[src/rtl/rms_pkg.sv]
// Shared types and constants of the running mean and standard deviation block.
package rms_pkg;

  localparam int unsigned SUM_BITS   = 32;
  localparam int unsigned SQ_BITS    = 48;
  localparam int unsigned FIELD_BITS = 16;
  localparam int unsigned DIV_STEPS  = 48;
  localparam int unsigned ROOT_STEPS = 32;
  localparam int unsigned STEP_BITS  = 6;
  localparam logic [FIELD_BITS-1:0] GOAL_RESET = 16'd10;
  // 5.0 in Q8.8.
  localparam logic signed [SUM_BITS:0] FIVE_Q8_8 = 33'sd1280;

  typedef enum logic [1:0] {
    CMD_START   = 2'd0,
    CMD_SAMPLE  = 2'd1,
    CMD_PREEMPT = 2'd2
  } cmd_e;

  typedef enum logic [2:0] {
    ST_IDLE,
    ST_LOAD,
    ST_DIV,
    ST_MUL,
    ST_DIFF,
    ST_ROOT,
    ST_OUT
  } state_e;

  typedef struct packed {
    logic start;
    logic take;
    logic div_load;
    logic div_step;
    logic mul;
    logic diff;
    logic root_step;
    logic out_load;
  } ctrl_t;

  typedef struct packed {
    logic last;
  } stat_t;

endpackage

[src/rtl/rms_if.sv]
// Valid/ready channel interfaces for samples in and results out.
interface rms_in_if #(
  parameter int unsigned SAMPLE_BITS = 16
);
  logic                          valid;
  logic                          ready;
  logic [1:0]                    cmd;
  logic signed [SAMPLE_BITS-1:0] sample;

  modport source (output valid, input ready, output cmd, output sample);
  modport sink   (input valid, output ready, input cmd, input sample);
endinterface

interface rms_out_if;
  logic               valid;
  logic               ready;
  logic [15:0]        sample_index;
  logic signed [15:0] echo_sample;
  logic signed [15:0] mean;
  logic [15:0]        std_dev;
  logic               last;
  logic               aborted;

  modport source (output valid, input ready, output sample_index, output echo_sample,
                  output mean, output std_dev, output last, output aborted);
  modport sink   (input valid, output ready, input sample_index, input echo_sample,
                  input mean, input std_dev, input last, input aborted);
endinterface

[src/rtl/rms_ctrl.sv]
// Sequencer of the block: command decoding, active flag, step counting, result valid.
module rms_ctrl (
  input  logic           clk_i,
  input  logic           rst_ni,
  input  logic           in_valid_i,
  input  logic [1:0]     in_cmd_i,
  output logic           in_ready_o,
  output logic           out_valid_o,
  input  logic           out_ready_i,
  input  rms_pkg::stat_t stat_i,
  output rms_pkg::ctrl_t ctrl_o
);
  import rms_pkg::*;

  state_e               state_q, state_d;
  logic                 active_q, active_d;
  logic                 vld_q, vld_d;
  logic [STEP_BITS-1:0] cnt_q, cnt_d;

  always_ff @(posedge clk_i or negedge rst_ni) begin
    if (!rst_ni) begin
      state_q  <= ST_IDLE;
      active_q <= 1'b0;
      vld_q    <= 1'b0;
      cnt_q    <= '0;
    end else begin
      state_q  <= state_d;
      active_q <= active_d;
      vld_q    <= vld_d;
      cnt_q    <= cnt_d;
    end
  end

  always_comb begin
    state_d  = state_q;
    active_d = active_q;
    cnt_d    = cnt_q;
    ctrl_o   = '0;
    vld_d    = vld_q && !out_ready_i;
    case (state_q)
      ST_IDLE: begin
        if (in_valid_i) begin
          case (in_cmd_i)
            CMD_START: begin
              ctrl_o.start = 1'b1;
              active_d     = 1'b1;
            end
            CMD_SAMPLE: begin
              if (active_q) begin
                ctrl_o.take = 1'b1;
                state_d     = ST_LOAD;
                if (stat_i.last) begin
                  active_d = 1'b0;
                end
              end
            end
            CMD_PREEMPT: active_d = 1'b0;
            default: ;
          endcase
        end
      end
      ST_LOAD: begin
        ctrl_o.div_load = 1'b1;
        cnt_d           = '0;
        state_d         = ST_DIV;
      end
      ST_DIV: begin
        ctrl_o.div_step = 1'b1;
        cnt_d           = cnt_q + 1'b1;
        if (cnt_q == STEP_BITS'(DIV_STEPS - 1)) begin
          state_d = ST_MUL;
        end
      end
      ST_MUL: begin
        ctrl_o.mul = 1'b1;
        state_d    = ST_DIFF;
      end
      ST_DIFF: begin
        ctrl_o.diff = 1'b1;
        cnt_d       = '0;
        state_d     = ST_ROOT;
      end
      ST_ROOT: begin
        ctrl_o.root_step = 1'b1;
        cnt_d            = cnt_q + 1'b1;
        if (cnt_q == STEP_BITS'(ROOT_STEPS - 1)) begin
          state_d = ST_OUT;
        end
      end
      ST_OUT: begin
        // The result register is free or is being emptied by this transfer.
        if (!vld_q || out_ready_i) begin
          ctrl_o.out_load = 1'b1;
          vld_d           = 1'b1;
          state_d         = ST_IDLE;
        end
      end
      default: state_d = ST_IDLE;
    endcase
  end

  assign in_ready_o  = (state_q == ST_IDLE);
  assign out_valid_o = vld_q;

endmodule

[src/rtl/rms_dpath.sv]
// Accumulators, shared serial dividers, squarer, serial square root and result register.
module rms_dpath #(
  parameter int unsigned SAMPLE_BITS = 16,
  parameter int unsigned COUNT_BITS  = 16
) (
  input  logic                          clk_i,
  input  logic                          rst_ni,
  input  logic                          cfg_we_i,
  input  logic [15:0]                   cfg_data_i,
  input  logic signed [SAMPLE_BITS-1:0] sample_i,
  input  rms_pkg::ctrl_t                ctrl_i,
  output rms_pkg::stat_t                stat_o,
  output logic [15:0]                   sample_index_o,
  output logic signed [15:0]            echo_sample_o,
  output logic signed [15:0]            mean_o,
  output logic [15:0]                   std_dev_o,
  output logic                          last_o,
  output logic                          aborted_o
);
  import rms_pkg::*;

  localparam int unsigned SQR_BITS = 2 * SAMPLE_BITS;

  logic [FIELD_BITS-1:0]         goal_q;
  logic [COUNT_BITS-1:0]         count_q, count_d;
  logic signed [SUM_BITS-1:0]    sum_q, sum_d;
  logic [SQ_BITS-1:0]            sq_q, sq_d;
  logic signed [SAMPLE_BITS-1:0] smp_q;
  logic                          last_q;

  // Accumulator update for the incoming sample.
  logic [SAMPLE_BITS-1:0] smp_abs;
  logic [SQR_BITS-1:0]    smp_sqr;
  logic signed [SUM_BITS:0] sum_wide;
  logic [63:0]            sq_wide;

  always_comb begin
    smp_abs  = sample_i[SAMPLE_BITS-1] ? SAMPLE_BITS'(-sample_i) : SAMPLE_BITS'(sample_i);
    smp_sqr  = SQR_BITS'(smp_abs) * SQR_BITS'(smp_abs);
    count_d  = (&count_q) ? count_q : count_q + 1'b1;
    sum_wide = (SUM_BITS + 1)'(sum_q) + (SUM_BITS + 1)'(sample_i);
    if (sum_wide[SUM_BITS] != sum_wide[SUM_BITS-1]) begin
      sum_d = sum_wide[SUM_BITS] ? {1'b1, {(SUM_BITS-1){1'b0}}} : {1'b0, {(SUM_BITS-1){1'b1}}};
    end else begin
      sum_d = sum_wide[SUM_BITS-1:0];
    end
    sq_wide = 64'(sq_q) + 64'(smp_sqr);
    sq_d    = (sq_wide[63:SQ_BITS] != '0) ? '1 : sq_wide[SQ_BITS-1:0];
    stat_o.last = 32'(count_d) >= 32'(goal_q);
  end

  always_ff @(posedge clk_i or negedge rst_ni) begin
    if (!rst_ni) begin
      goal_q  <= GOAL_RESET;
      count_q <= '0;
      sum_q   <= '0;
      sq_q    <= '0;
    end else begin
      if (cfg_we_i) begin
        goal_q <= cfg_data_i;
      end
      if (ctrl_i.start) begin
        count_q <= '0;
        sum_q   <= '0;
        sq_q    <= '0;
      end else if (ctrl_i.take) begin
        count_q <= count_d;
        sum_q   <= sum_d;
        sq_q    <= sq_d;
      end
    end
  end

  always_ff @(posedge clk_i) begin
    if (ctrl_i.take) begin
      smp_q  <= sample_i;
      last_q <= stat_o.last;
    end
  end

  // Two restoring dividers stepped together: |sum| / count and sumsq / count.
  // Each dividend register takes in quotient bits as it shifts out dividend bits.
  logic                  neg_q;
  logic [SQ_BITS-1:0]    dva_q, dvb_q;
  logic [COUNT_BITS-1:0] rema_q, remb_q;
  logic [COUNT_BITS:0]   tra, trb;
  logic                  qa, qb;

  always_comb begin
    tra = {rema_q, dva_q[SQ_BITS-1]};
    trb = {remb_q, dvb_q[SQ_BITS-1]};
    qa  = tra >= {1'b0, count_q};
    qb  = trb >= {1'b0, count_q};
  end

  // Square root of the variance term, one root bit a step.
  logic [31:0] mabs_q;
  logic [63:0] msq_q;
  logic [63:0] v_q;
  logic [31:0] root_q;
  logic [34:0] rrem_q;
  logic [34:0] rtr, rtrial;
  logic        rq;

  always_comb begin
    rtr    = {rrem_q[32:0], v_q[63:62]};
    rtrial = {1'b0, root_q, 2'b01};
    rq     = rtr >= rtrial;
  end

  always_ff @(posedge clk_i) begin
    if (ctrl_i.div_load) begin
      neg_q  <= sum_q[SUM_BITS-1];
      // The magnitude of the most negative sum only fits as an unsigned value.
      dva_q  <= SQ_BITS'($unsigned(sum_q[SUM_BITS-1] ? SUM_BITS'(-sum_q) : SUM_BITS'(sum_q)));
      dvb_q  <= sq_q;
      rema_q <= '0;
      remb_q <= '0;
    end else if (ctrl_i.div_step) begin
      dva_q  <= {dva_q[SQ_BITS-2:0], qa};
      dvb_q  <= {dvb_q[SQ_BITS-2:0], qb};
      rema_q <= qa ? COUNT_BITS'(tra - {1'b0, count_q}) : tra[COUNT_BITS-1:0];
      remb_q <= qb ? COUNT_BITS'(trb - {1'b0, count_q}) : trb[COUNT_BITS-1:0];
    end
    if (ctrl_i.mul) begin
      mabs_q <= dva_q[31:0];
      msq_q  <= 64'(dva_q[31:0]) * 64'(dva_q[31:0]);
    end
    if (ctrl_i.diff) begin
      v_q    <= (64'(dvb_q) >= msq_q) ? 64'(dvb_q) - msq_q : msq_q - 64'(dvb_q);
      root_q <= '0;
      rrem_q <= '0;
    end else if (ctrl_i.root_step) begin
      v_q    <= {v_q[61:0], 2'b00};
      root_q <= {root_q[30:0], rq};
      rrem_q <= rq ? rtr - rtrial : rtr;
    end
  end

  // Result register.
  logic signed [SUM_BITS:0] mean_full;
  logic signed [15:0]       mean_sat;
  logic [15:0]              sd_sat;

  always_comb begin
    mean_full = neg_q ? -$signed({1'b0, mabs_q}) : $signed({1'b0, mabs_q});
    if (mean_full > 33'sd32767) begin
      mean_sat = 16'sh7FFF;
    end else if (mean_full < -33'sd32768) begin
      mean_sat = -16'sh8000;
    end else begin
      mean_sat = mean_full[15:0];
    end
    sd_sat = (root_q[31:16] != '0) ? 16'hFFFF : root_q[15:0];
  end

  always_ff @(posedge clk_i) begin
    if (ctrl_i.out_load) begin
      sample_index_o <= 16'(count_q);
      echo_sample_o  <= 16'(smp_q);
      mean_o         <= mean_sat;
      std_dev_o      <= sd_sat;
      last_o         <= last_q;
      aborted_o      <= last_q && (mean_full < FIVE_Q8_8);
    end
  end

endmodule

[src/rtl/running_mean_stddev.sv]
// Top level of the running mean and standard deviation block.
//
//   channel   direction  handshake      payload
//   in_i      sink       valid/ready    cmd, sample
//   out_o     source     valid/ready    sample_index, echo_sample, mean, std_dev, last, aborted
//   cfg       write      cfg_we_i       cfg_data_i (goal_samples)
//
// Start, preempt and ignored samples are handled in the idle state. A sample taken while
// active goes through one load, 48 steps of the two serial dividers, one squaring, one
// subtract and 32 steps of the serial square root before its result load.
// The result waits in an output register, so a stalled result only holds back the
// next sample at its own result load. Reset clears the accumulators and makes the
// block inactive with a goal of 10.
module running_mean_stddev #(
  parameter int unsigned SAMPLE_BITS = 16,
  parameter int unsigned COUNT_BITS  = 16
) (
  input  logic         clk_i,
  input  logic         rst_ni,
  rms_in_if.sink       in_i,
  rms_out_if.source    out_o,
  input  logic         cfg_we_i,
  input  logic [15:0]  cfg_data_i
);
  import rms_pkg::*;

  ctrl_t ctrl;
  stat_t stat;

  rms_ctrl u_ctrl (
    .clk_i       (clk_i),
    .rst_ni      (rst_ni),
    .in_valid_i  (in_i.valid),
    .in_cmd_i    (in_i.cmd),
    .in_ready_o  (in_i.ready),
    .out_valid_o (out_o.valid),
    .out_ready_i (out_o.ready),
    .stat_i      (stat),
    .ctrl_o      (ctrl)
  );

  rms_dpath #(
    .SAMPLE_BITS (SAMPLE_BITS),
    .COUNT_BITS  (COUNT_BITS)
  ) u_dpath (
    .clk_i          (clk_i),
    .rst_ni         (rst_ni),
    .cfg_we_i       (cfg_we_i),
    .cfg_data_i     (cfg_data_i),
    .sample_i       (in_i.sample),
    .ctrl_i         (ctrl),
    .stat_o         (stat),
    .sample_index_o (out_o.sample_index),
    .echo_sample_o  (out_o.echo_sample),
    .mean_o         (out_o.mean),
    .std_dev_o      (out_o.std_dev),
    .last_o         (out_o.last),
    .aborted_o      (out_o.aborted)
  );

endmodule
[src/flat_wrapper.sv]
// flat-port wrapper written by rule: the top's interface ports become plain ports
module running_mean_stddev_flat import rms_pkg::*;
#(
  parameter int unsigned SAMPLE_BITS = 16,
  parameter int unsigned COUNT_BITS  = 16
)
  (clk_i, rst_ni, cfg_we_i, cfg_data_i, in_i_valid, in_i_ready, in_i_cmd, in_i_sample, out_o_valid, out_o_ready, out_o_sample_index, out_o_echo_sample, out_o_mean, out_o_std_dev, out_o_last, out_o_aborted);
  rms_in_if #(.SAMPLE_BITS(SAMPLE_BITS)) in_i_i ();
  rms_out_if out_o_i ();
  input  logic clk_i;
  input  logic rst_ni;
  input  logic cfg_we_i;
  input  logic [15:0] cfg_data_i;
  input wire logic [$bits(in_i_i.valid)-1:0] in_i_valid;
  output wire logic [$bits(in_i_i.ready)-1:0] in_i_ready;
  input wire logic [$bits(in_i_i.cmd)-1:0] in_i_cmd;
  input wire logic [$bits(in_i_i.sample)-1:0] in_i_sample;
  output wire logic [$bits(out_o_i.valid)-1:0] out_o_valid;
  input wire logic [$bits(out_o_i.ready)-1:0] out_o_ready;
  output wire logic [$bits(out_o_i.sample_index)-1:0] out_o_sample_index;
  output wire logic [$bits(out_o_i.echo_sample)-1:0] out_o_echo_sample;
  output wire logic [$bits(out_o_i.mean)-1:0] out_o_mean;
  output wire logic [$bits(out_o_i.std_dev)-1:0] out_o_std_dev;
  output wire logic [$bits(out_o_i.last)-1:0] out_o_last;
  output wire logic [$bits(out_o_i.aborted)-1:0] out_o_aborted;
  assign in_i_i.valid = in_i_valid;
  assign in_i_ready = in_i_i.ready;
  assign in_i_i.cmd = in_i_cmd;
  assign in_i_i.sample = in_i_sample;
  assign out_o_valid = out_o_i.valid;
  assign out_o_i.ready = out_o_ready;
  assign out_o_sample_index = out_o_i.sample_index;
  assign out_o_echo_sample = out_o_i.echo_sample;
  assign out_o_mean = out_o_i.mean;
  assign out_o_std_dev = out_o_i.std_dev;
  assign out_o_last = out_o_i.last;
  assign out_o_aborted = out_o_i.aborted;
  running_mean_stddev #(.SAMPLE_BITS(SAMPLE_BITS), .COUNT_BITS(COUNT_BITS)) u_core (.clk_i(clk_i), .rst_ni(rst_ni), .in_i(in_i_i), .out_o(out_o_i), .cfg_we_i(cfg_we_i), .cfg_data_i(cfg_data_i));
endmodule
[config.mk]
export PLATFORM = sky130hd
export DESIGN_NAME = running_mean_stddev_flat
export DESIGN_NICKNAME = d
export VERILOG_FILES = /design/src/rtl/rms_pkg.sv /design/src/rtl/rms_if.sv /design/src/rtl/rms_ctrl.sv /design/src/rtl/rms_dpath.sv /design/src/rtl/running_mean_stddev.sv /design/src/flat_wrapper.sv
export SDC_FILE = /design/constraint.sdc
export NUM_CORES = 2
export LEC_CHECK = 0
export ABC_AREA = 1
export CORE_UTILIZATION = 36
export DETAILED_ROUTE_END_ITERATION = 16
export DONT_BUFFER_PORTS = 1
export HOLD_SLACK_MARGIN = 0.12
export PLACE_DENSITY = 0.55
export SYNTH_ARGS = -nofsm -noshare
export SYNTH_HDL_FRONTEND = slang
export SYNTH_SLANG_ARGS = --single-unit
export TNS_END_PERCENT = 10
[constraint.sdc]
create_clock -name clk_i -period 6.3 [get_ports clk_i]
set_clock_uncertainty 0.05 [all_clocks]
set_input_delay 0 -clock clk_i [delete_from_list [all_inputs] [get_ports clk_i]]
set_output_delay 0 -clock clk_i [all_outputs]
set_load 0.01 [all_outputs]
==> results_dict.tcl <==
set metrics [dict create \
    synthAdderAreaFrac_pct 35.2 \
    grt_max_degree 122 \
    r2r_cells 25 \
    grt_pass1_wl_mm 402 \
    num_rows 170 \
    synth_cells 10400 \
    async_reset_ff_share_pct 22.0 \
    tightestPinTransition_ns 1.17 \
    synth_seq_cells 558 \
    die_area_um2 219000 \
    final.min_clock_period_ns 6.93 \
    drv_cap 0 \
    cts_buffer_depth 3 \
    synthXorXnorAreaFrac_pct 2.96 \
    h-tree-depth 3 \
    worst_setup_path_end_kind "flop" \
    syn_area_per_cell_um2 7.53 \
    first_pass_iters 6 \
    wl_per_cell_um 18.5 \
    vias 68400 \
    critPathKind "flop to flop" \
    dominantRegCellSynth "edfxtp_1" \
    crit_path_end "u_core.u_dpath.msq_q[44]" \
    final_nets 12700 \
    grt.total_usage_pct 23.7 \
    io_pins 107 \
    violations "negative setup slack" \
    dieWidth_um 468 \
    grt_remaining_overflow 0 \
    cp_max_fo 8 \
    ys_warn_count 0 \
    placedCellCount 13700 \
    finalSetupViolCount 49 \
    regToRegSetupSlack_ns -0.63 \
    yosys-top-cells-count "2725 x nand2_1, 2448 x inv_1, 1006 x fa_1, 666 x nor2_1, 588 x ha_1" \
    routed_wl_mm 259 \
    synth_top_family_by_area "adder cells" \
    synth.most_common_cell "nand2_1" \
    ys_seq_area_share_pct 19.2 \
    gp_congestion 0.986 \
    dp.final_hpwl_mm 214 \
    relSlewSlack_pct 21.7 \
    antenna_found_initial 6 \
    reg2reg_from "u_core.u_dpath.dva_q[11]" \
    clock.fmax_mhz 144 \
    clkLatencyLatePin_ns 0.70 \
    numCtsBuffers 73 \
    min_path_type "primary input to flop" \
    setup.worst_path.start "u_core.u_dpath.dva_q[11]" \
    clock-root-buffer "clkbuf_16" \
    portBuffers 0 \
    final_hold_viol_count 0 \
    clk_pin_slew_ns 0.07 \
    synth_compound_area_share_pct 7.49 \
    clkSinkCount 558 \
    synth_top_cell_area_share_pct 25.8 \
    setup.worst_path.start_class "flop" \
    syn_area_um2 78100 \
    synthToLayoutAreaGrowth_pct 18.8 \
    synth_cell_types 65 \
    viasPerCell 4.89 \
    timing.rr.end "u_core.u_dpath.msq_q[44]" \
    synth_enable_flop_cells 322 \
    start_util_pct 36.3 \
    die_y_um 468 \
    cts_tree "yes" \
    final.period_utilization_pct 110 \
    cp.required_ns 6.70 \
    coreArea_um2 215000 \
    synth-simple-area-share_pct 21.5 \
    fin_ws_ns -0.626 \
    slew_viol_final 0 \
    yosys-top-cells-area "fa_1 26%, nand2_1 13%, edfxtp_1 12%" \
    first_global_vias 70300 \
    synthMuxAreaShare_pct 0.0144 \
    ant_nets 0 \
    route.detailed.drc 0 \
    crit_arrival_ns 7.32 \
    status "finished, violations left" \
    rsz0062_at_grt "yes" \
    first_iter_violations 5231 \
    drive_gt1_share_pct 13.8 \
    synth_top_cell_by_area "fa_1" \
    final_cells 14000 \
]
## cell usage in the layout (no fill, tap or decap), drive strengths merged, types with 3 or more instances in the layout
cell type / synthesis / final
a211oi: 3 / 3
a21boi: 10 / 10
a21o: 37 / 37
a21oi: 423 / 423
a31o: 3 / 3
a31oi: 16 / 16
and3: 5 / 5
buf: 87 / 872
bufinv: 0 / 7
clkbuf: 205 / 92
clkinv: 8 / 31
clkinvlp: 0 / 4
conb: 2 / 11
dfrtp: 121 / 121
dfxtp: 113 / 113
dlygate4sd3: 0 / 74
edfxtp: 322 / 322
fa: 1006 / 1006
ha: 588 / 588
inv: 2464 / 2473
nand2: 2779 / 2779
nand3: 383 / 383
nand3b: 29 / 29
nand4: 99 / 99
nor2: 697 / 697
nor3: 88 / 88
nor4: 14 / 14
o211ai: 20 / 20
o21a: 10 / 10
o21ai: 449 / 449
o21bai: 35 / 35
o22ai: 58 / 58
or2: 9 / 9
xnor2: 72 / 72
xor2: 192 / 192
## logic make-up (layout without fill, tap and decap cells)
family | count (synthesis) | after routing
flops | 558 | 558
other cells | 2 | 12
fa+ha+maj | 1594 | 1594
simple gates | 4105 | 4105
mux | 1 | 1
xor+xnor | 264 | 264
compound gates | 1073 | 1073
buf+inv | 2764 | 3554
## how the worst min path moves through the flow
stage                                           end           start  slack, ns  depth (start not counted)
after floorplan              u_core.u_ctrl.active_q          rst_ni      -0.35                          0
after global placement     u_core.u_dpath.goal_q[7]          rst_ni      -0.34                          0
after detailed placement  u_core.u_dpath.count_q[9]          rst_ni      -0.34                          0
after CTS                    u_core.u_dpath.sq_q[1]  in_i_sample[0]       0.12                          7
after global routing        u_core.u_dpath.smp_q[0]  in_i_sample[0]       0.21                          1
final                        u_core.u_dpath.sq_q[1]  in_i_sample[0]       0.17                          7
## registers in the layout, summed over array words and instances (netlist names), 32 cells and up
signal and flops:
u_core.u_dpath.sum_q 32, u_core.u_dpath.rrem_q 33, u_core.u_dpath.v_q 64, u_core.u_dpath.dva_q 48, u_core.u_dpath.msq_q 62, u_core.u_dpath.mabs_q 32, u_core.u_dpath.root_q 32, u_core.u_dpath.sq_q 48
u_core.u_dpath.dvb_q 48
## metrics by stage
stage / hold WS, ns / utilization, % / worst slack, ns / area, µm² / setup TNS (ns)
2_1_floorplan: -0.346 / - / -0.236 / 78800 / -15.35
3_3_place_gp: -0.342 / 40.7 / -0.875 / 87500 / -49.81
6_report: 0.175 / 43.1 / -0.626 / 92800 / -23.61
4_1_cts: 0.125 / 42.7 / -0.622 / 91800 / -23.46
3_5_place_dp: -0.341 / 40.7 / -0.865 / 87500 / -57.79
5_1_grt: 0.214 / 43.1 / -0.868 / 92800 / -40.63
## worst max-delay path, stage by stage (launching register included)
cell and delay, ns:
edfxtp_1 0.40, buf_12 0.17, buf_12 0.13, nand2_1 0.08
buf_4 0.16, fa_1 0.52, inv_1 0.05, fa_2 0.52
fa_1 0.45, fa_1 0.51, fa_1 0.59, inv_1 0.08
fa_1 0.47, inv_1 0.05, fa_1 0.47, inv_1 0.05
fa_1 0.47, inv_1 0.06, ha_4 0.23, a21o_1 0.20
o21bai_4 0.20, a21oi_2 0.13, buf_4 0.15, o21bai_2 0.09
or2_4 0.25, xor2_1 0.14
## timing repair
action,in CTS,in global routing
setup endpoints to repair,51,101
pin swaps,88,82
hold buffers,76,0
cloned,3,3
hold endpoints to repair,248,0
resized for setup,212,229
setup buffers,21,19
## routing by layer
metal	vias up	track usage, %	routed length, µm
met2	1878	38.5	117000
met5	-	0	0
li1	32900	-	-
met4	0	5.35	6650
met3	306	2.61	13800
met1	33400	33.7	121000
## area by class of cell
type | count | area, µm²
Fill cell | 21800 | 122000
Multi-Input combinational cell | 7048 | 54400
Sequential cell | 558 | 15000
Inverter | 2472 | 9280
Timing Repair Buffer | 950 | 8100
Tap cell | 2838 | 3550
Clock buffer | 89 | 1970
Clock inverter | 43 | 499
Antenna cell | 1 | 2.50
Power is not shown: default switching activity piles up to over one toggle a cycle in this logic, so the estimate is an artifact.
